--- src/rtl/tcws_pkg.sv ---
`default_nettype none
// ----------------------------------------------------------------------------
// tcws_pkg
// Shared types and constants of the two-channel window statistics block.
// ----------------------------------------------------------------------------
package tcws_pkg;

  localparam int SampleW  = 12;
  localparam int CountW   = 16;
  localparam int MeanW    = 20;
  localparam int MeanFrac = 8;

  typedef enum logic {
    CmdSample = 1'b0,
    CmdClear  = 1'b1
  } tcws_cmd_e;

  typedef struct packed {
    tcws_cmd_e           cmd;
    logic [SampleW-1:0]  sample_a;
    logic [SampleW-1:0]  sample_b;
  } tcws_in_t;

  typedef struct packed {
    logic [CountW-1:0]   sample_count;
    logic [SampleW-1:0]  max_a;
    logic [SampleW-1:0]  min_a;
    logic [MeanW-1:0]    mean_a;
    logic [SampleW-1:0]  max_b;
    logic [SampleW-1:0]  min_b;
    logic [MeanW-1:0]    mean_b;
  } tcws_out_t;

  // per-lane strobes from the sequencer
  typedef struct packed {
    logic clr;    // zero sum and extremes
    logic rd;     // read ring slot leaving the window
    logic upd;    // write ring, update sum/extremes, start divider
    logic first;  // first sample since clear
    logic full;   // window already full
  } tcws_lane_ctrl_t;

endpackage
`default_nettype wire

--- src/rtl/tcws_div.sv ---
`default_nettype none
// ----------------------------------------------------------------------------
// tcws_div
// Restoring radix-2 divider, one quotient bit per cycle.
// ----------------------------------------------------------------------------
module tcws_div
  import tcws_pkg::*;
#(
  parameter int DVD_W = 28,
  parameter int DVS_W = 9
) (
  input  wire logic             clk_i,
  input  wire logic             rst_ni,
  input  wire logic             start_i,
  input  wire logic [DVD_W-1:0] dividend_i,
  input  wire logic [DVS_W-1:0] divisor_i,
  output logic                  busy_o,
  output logic [MeanW-1:0]      quotient_o
);

  localparam int CntW = $clog2(DVD_W);

  logic             busy_q;
  logic [CntW-1:0]  cnt_q;
  logic [DVD_W-1:0] dvd_q, dvd_d;
  logic [DVS_W-1:0] rem_q, rem_d;
  logic [DVS_W-1:0] dvs_q;
  logic [DVS_W:0]   shifted, diff;
  logic             take;

  always_comb begin
    shifted = {rem_q, dvd_q[DVD_W-1]};
    diff    = shifted - {1'b0, dvs_q};
    take    = ~diff[DVS_W];
    rem_d   = take ? diff[DVS_W-1:0] : shifted[DVS_W-1:0];
    // quotient bits shift in behind the consumed dividend bits
    dvd_d   = {dvd_q[DVD_W-2:0], take};
  end

  always_ff @(posedge clk_i or negedge rst_ni) begin
    if (!rst_ni) begin
      busy_q <= 1'b0;
      cnt_q  <= '0;
    end else if (start_i) begin
      busy_q <= 1'b1;
      cnt_q  <= CntW'(DVD_W - 1);
    end else if (busy_q) begin
      if (cnt_q == '0) begin
        busy_q <= 1'b0;
      end else begin
        cnt_q <= cnt_q - 1'b1;
      end
    end
  end

  always_ff @(posedge clk_i) begin
    if (start_i) begin
      dvd_q <= dividend_i;
      rem_q <= '0;
      dvs_q <= divisor_i;
    end else if (busy_q) begin
      dvd_q <= dvd_d;
      rem_q <= rem_d;
    end
  end

  assign busy_o     = busy_q;
  assign quotient_o = dvd_q[MeanW-1:0];

endmodule
`default_nettype wire

--- src/rtl/tcws_lane.sv ---
`default_nettype none
// ----------------------------------------------------------------------------
// tcws_lane
// One channel: sample ring, running window sum, extremes and mean divider.
// ----------------------------------------------------------------------------
module tcws_lane
  import tcws_pkg::*;
#(
  parameter int WINDOW = 256
) (
  input  wire logic                         clk_i,
  input  wire logic                         rst_ni,
  input  wire tcws_lane_ctrl_t              ctrl_i,
  input  wire logic [$clog2(WINDOW)-1:0]    addr_i,
  input  wire logic [$clog2(WINDOW+1)-1:0]  divisor_i,
  input  wire logic [SampleW-1:0]           sample_i,
  output logic                              busy_o,
  output logic [SampleW-1:0]                peak_o,
  output logic [SampleW-1:0]                trough_o,
  output logic [MeanW-1:0]                  mean_o
);

  localparam int NW   = $clog2(WINDOW + 1);
  localparam int SumW = $clog2(WINDOW * ((1 << SampleW) - 1) + 1);

  logic [SampleW-1:0] ring_mem [WINDOW];
  logic [SampleW-1:0] old_q;
  logic [SumW-1:0]    sum_q, sum_d;
  logic [SampleW-1:0] peak_q, trough_q;

  always_ff @(posedge clk_i) begin
    if (ctrl_i.upd) begin
      ring_mem[addr_i] <= sample_i;
    end
    if (ctrl_i.rd) begin
      old_q <= ring_mem[addr_i];
    end
  end

  always_comb begin
    if (ctrl_i.full) begin
      sum_d = sum_q - SumW'(old_q) + SumW'(sample_i);
    end else begin
      sum_d = sum_q + SumW'(sample_i);
    end
  end

  always_ff @(posedge clk_i or negedge rst_ni) begin
    if (!rst_ni) begin
      sum_q    <= '0;
      peak_q   <= '0;
      trough_q <= '0;
    end else if (ctrl_i.clr) begin
      sum_q    <= '0;
      peak_q   <= '0;
      trough_q <= '0;
    end else if (ctrl_i.upd) begin
      sum_q <= sum_d;
      if (ctrl_i.first) begin
        peak_q   <= sample_i;
        trough_q <= sample_i;
      end else begin
        if (sample_i > peak_q)   peak_q   <= sample_i;
        if (sample_i < trough_q) trough_q <= sample_i;
      end
    end
  end

  tcws_div #(
    .DVD_W (SumW + MeanFrac),
    .DVS_W (NW)
  ) u_div (
    .clk_i      (clk_i),
    .rst_ni     (rst_ni),
    .start_i    (ctrl_i.upd),
    .dividend_i ({sum_d, {MeanFrac{1'b0}}}),
    .divisor_i  (divisor_i),
    .busy_o     (busy_o),
    .quotient_o (mean_o)
  );

  assign peak_o   = peak_q;
  assign trough_o = trough_q;

endmodule
`default_nettype wire

--- config.mk ---
export PLATFORM = sky130hd
export DESIGN_NAME = tcws_lane
export DESIGN_NICKNAME = d
export VERILOG_FILES = /design/src/rtl/tcws_pkg.sv /design/src/rtl/tcws_div.sv /design/src/rtl/tcws_lane.sv
export SDC_FILE = /design/constraint.sdc
export NUM_CORES = 2
export LEC_CHECK = 0
export ABC_AREA = 1
export BUFFER_PORTS_ARGS = -buffer_cell sky130_fd_sc_hd__clkbuf_2
export CAP_MARGIN = 30
export CORE_UTILIZATION = 35
export CTS_BUF_LIST = sky130_fd_sc_hd__clkbuf_8
export DETAILED_ROUTE_END_ITERATION = 10
export GPL_ROUTABILITY_DRIVEN = 0
export GPL_TIMING_DRIVEN = 1
export SYNTH_ARGS = -nofsm -noshare
export SYNTH_HDL_FRONTEND = slang
export SYNTH_SLANG_ARGS = --single-unit
--- constraint.sdc ---
create_clock -name clk_i -period 3.3 [get_ports clk_i]
set_input_delay 0.495 -clock clk_i [delete_from_list [all_inputs] [get_ports clk_i]]
set_output_delay 0.495 -clock clk_i [all_outputs]
set_load 0.01 [all_outputs]
==> results.toml <==
[logic_synthesis]
syn_area_sq_um = 131000
ys_seq_area_share_pct = 72.8
yosys.area.top_type_share_pct = 71.6
ys_seq_elements = 3180
ys_types = 43
ys_top_cells_by_count = "nand2_1, edfxtp_1, nor2_1, nand3_1, buf_2"
synth_warnings = 0
yosysMostFrequentCell = "nand2_1"
async_flop_share_pct = 1.57
synth_edf_count = 3113
syn_inst = 11682
synth_top_cells_by_area = "edfxtp_1, nand2_1, nor2_1, nand3_1, buf_2"
synth_top_area_cell = "edfxtp_1"
synth_fp_nets = 11804
syn_avg_cell_area_sq_um = 11.2
ys.flop_type = "edfxtp_1"

[pwr]
comb_power_share_pct = 8.7
switching_share_pct = 25.7
p_seq_share_pct = 53.1
p_clk_share_pct = 38.3
peakVddDrop_mv = 0.463
cellLeakagePower_nw = 59.2
power_per_cell_area_nw_per_um2 = 554
internal_power_mw = 62.9
p_switching_mw = 21.8

[grt]
overflow = 0
gr-usage-all-layers_pct = 21.2
grt_pass1_vias = 86325
antenna_found_initial = 19
grt_first_pass_wirelength_mm = 588
grt_max_degree = 155

[clocking]
cts_buffer_depth = 4
cts_sinks = 3180
htree_num_levels = 6
numCtsBuffers = 530
clk_pin_slew_ns = 0.06
clk_latency_ns = 1.18
cts_tree = "done"
root_buffer = "clkbuf_8"

[layout]
drive_gt1_share_pct = 12.2
fin_area_sq_um = 153000
nNetsFinal = 12702
n_fill_cell = 34944
fin_util_pct = 41.3
finalNonFillerCells = 17931
syn2layout_area_growth_pct = 17.1

[timing]
max_slew.worst_pin.slew_ns = 1.07
skew_ns = 0.0720
slew_viol_final = 0
max_freq_ghz = 0.331
period_share_pct = 91.5
timing.final.hold_violations = 0
slew_headroom_pct = 28.5
period_minus_slack_ns = 3.02
setup_violations = 0
grt_setup_unrepaired = "false"

[worst_setup_path]
cp-start-kind = "flop"
cp_cell_sequence = "fa_1, inv_1, ha_1, nand3_1, nand3_1, a21oi_1, o21ai_0, a21oi_1, nor2_1, nand2_1, nand2_1"
regToRegSetupSlack_ns = 0.28
rr_startpoint = "old_q[1]"
critPathCaptureType = "flop"
arrival_ns = 3.90
cpMaxStageDelayCell = "fa_1"
cp.required_ns = 4.18
r2r_end = "u_div.dvd_q[13]"
max_stage_delay_ns = 0.64
worst-path-max-fanout = 5
path_class = "flop to flop"
crit_path_start = "old_q[1]"
reg2regPathDepth = 11
cp_top_family = "adder cells"
critPathBufInv = 1

[drt]
vias = 90231
drt_iter0_markers = 10817
viasPerCell = 5.03
routed_wl_mm = 406
wire_per_inst_um = 22.6
first_pass_iters = 7
drc = 0
ant_nets = 0

[floorplan]
rows = 223
ios = 81
start_util_pct = 35.3
die_area_sq_um = 375000
chipWidth_um = 613
core-area_sq_um = 370000
die_h_um = 613

[hold_path]
hp-class = "primary input to flop"
min_to = "old_q[3]"
min-delay-start = "ctrl_i[3]"
hold_depth = 1

[flow_run]
maxCapViolations = 0

[placement]
dp_cells = 16960
place_hpwl_mm = 251
placed_cell_area_sq_um = 143000
port_buffers = 80

[status]
status = "finished, final reports clean"
[stage by stage]
| stage | setup WS (ns) | TNS, ns | power (mW) | hold WS [ns] |
|---|---|---|---|---|
| 2_1_floorplan | 0.664 | 0 | 49.6 | 0.199 |
| 3_3_place_gp | -0.691 | -2.91 | 53.0 | 0.462 |
| 3_5_place_dp | -0.693 | -2.73 | 53.0 | 0.464 |
| 6_report | 0.281 | 0 | 84.7 | 0.233 |
| 4_1_cts | 0.274 | 0 | 85.0 | 0.134 |
| 5_1_grt | 0.0696 | 0 | 87.5 | 0.188 |
[routing by layer]
metal  vias up  routed length (um)  track usage, %
li1      41315                   -               -
met5         -                  27               0
met2      4327              181000            32.7
met1     43894              171000            29.8
met4         4               14900            7.72
met3       691               38800            3.88
[layout make-up]
class                   count  area (sq um)  area share (%)
flip-flops and latches   3180         95100            62.2
multi-input cells        7663         31800            20.8
repair buffers            958          9210            6.03
clock buffers             539          7420            4.85
well taps                4950          6190            4.05
clock inverters           388          2170            1.42
inverters                 247           965           0.631
diodes                      6          15.0         0.00982
[placed cells by master, fill, tap and decap left out, types with 65 or more instances in the layout]
cell / synthesis / layout
buf_4: 26 / 680
buf_12: 0 / 159
clkbuf_2: 0 / 65
inv_1: 235 / 410
nand2_1: 5765 / 5749
o21ai_0: 316 / 315
ha_1: 72 / 72
clkinv_1: 7 / 123
nor2_1: 559 / 554
nand3_1: 353 / 353
clkbuf_8: 0 / 539
edfxtp_1: 3113 / 3113
a21oi_1: 214 / 214
nand4_1: 237 / 237
[kinds of logic (layout without fill, tap and decap cells)]
logic type	count (synthesis)	in the layout	synth area share (%)
DFF	3180	3180	72.8
and+or+nand+nor	6937	6937	20.8
muxes	1	1	0.00767
AOI/OAI and AO/OA	628	628	2.56
xor gates and xnor gates	11	11	0.0738
buffers and inverters	839	2132	2.83
other	0	6	0
adders and majority gates	86	86	0.905
[how the worst max path moves through the flow]
stage	to	slack, ns	cells past startpoint
finish	u_div.dvd_q[13]	0.28	11
global route	u_div.dvd_q[26]	0.07	14
CTS	old_q[6]	0.27	10
detailed placement	old_q[0]	-0.69	14
global placement	old_q[0]	-0.69	14
floorplan	ring_mem[106][0]	0.66	11
[flip-flops by register name, summed over array words and instances (netlist names)]
register	flops
peak_o	12
u_div.cnt_q	5
ring_mem	3072
u_div.busy_o	1
sum_q	20
u_div.dvs_q	9
u_div.rem_q	9
trough_o	12
u_div.dvd_q	28
old_q	12
[timing repair]
action,4_1_cts,5_1_grt
hold buffers,37,0
buffers inserted,0,0
resized for setup,0,1
setup endpoints to repair,0,2
hold endpoints to repair,251,0
[power groups by stage]
stage	registers, mW	logic, mW	clock network [mW]
global placement	45.8	7.20	0
global route	44.9	8.02	34.5
detailed placement	45.8	7.20	0
CTS	44.9	7.27	32.8
finish	44.9	7.34	32.4
floorplan	45.7	3.89	0
(Power assumes the default switching activity.)
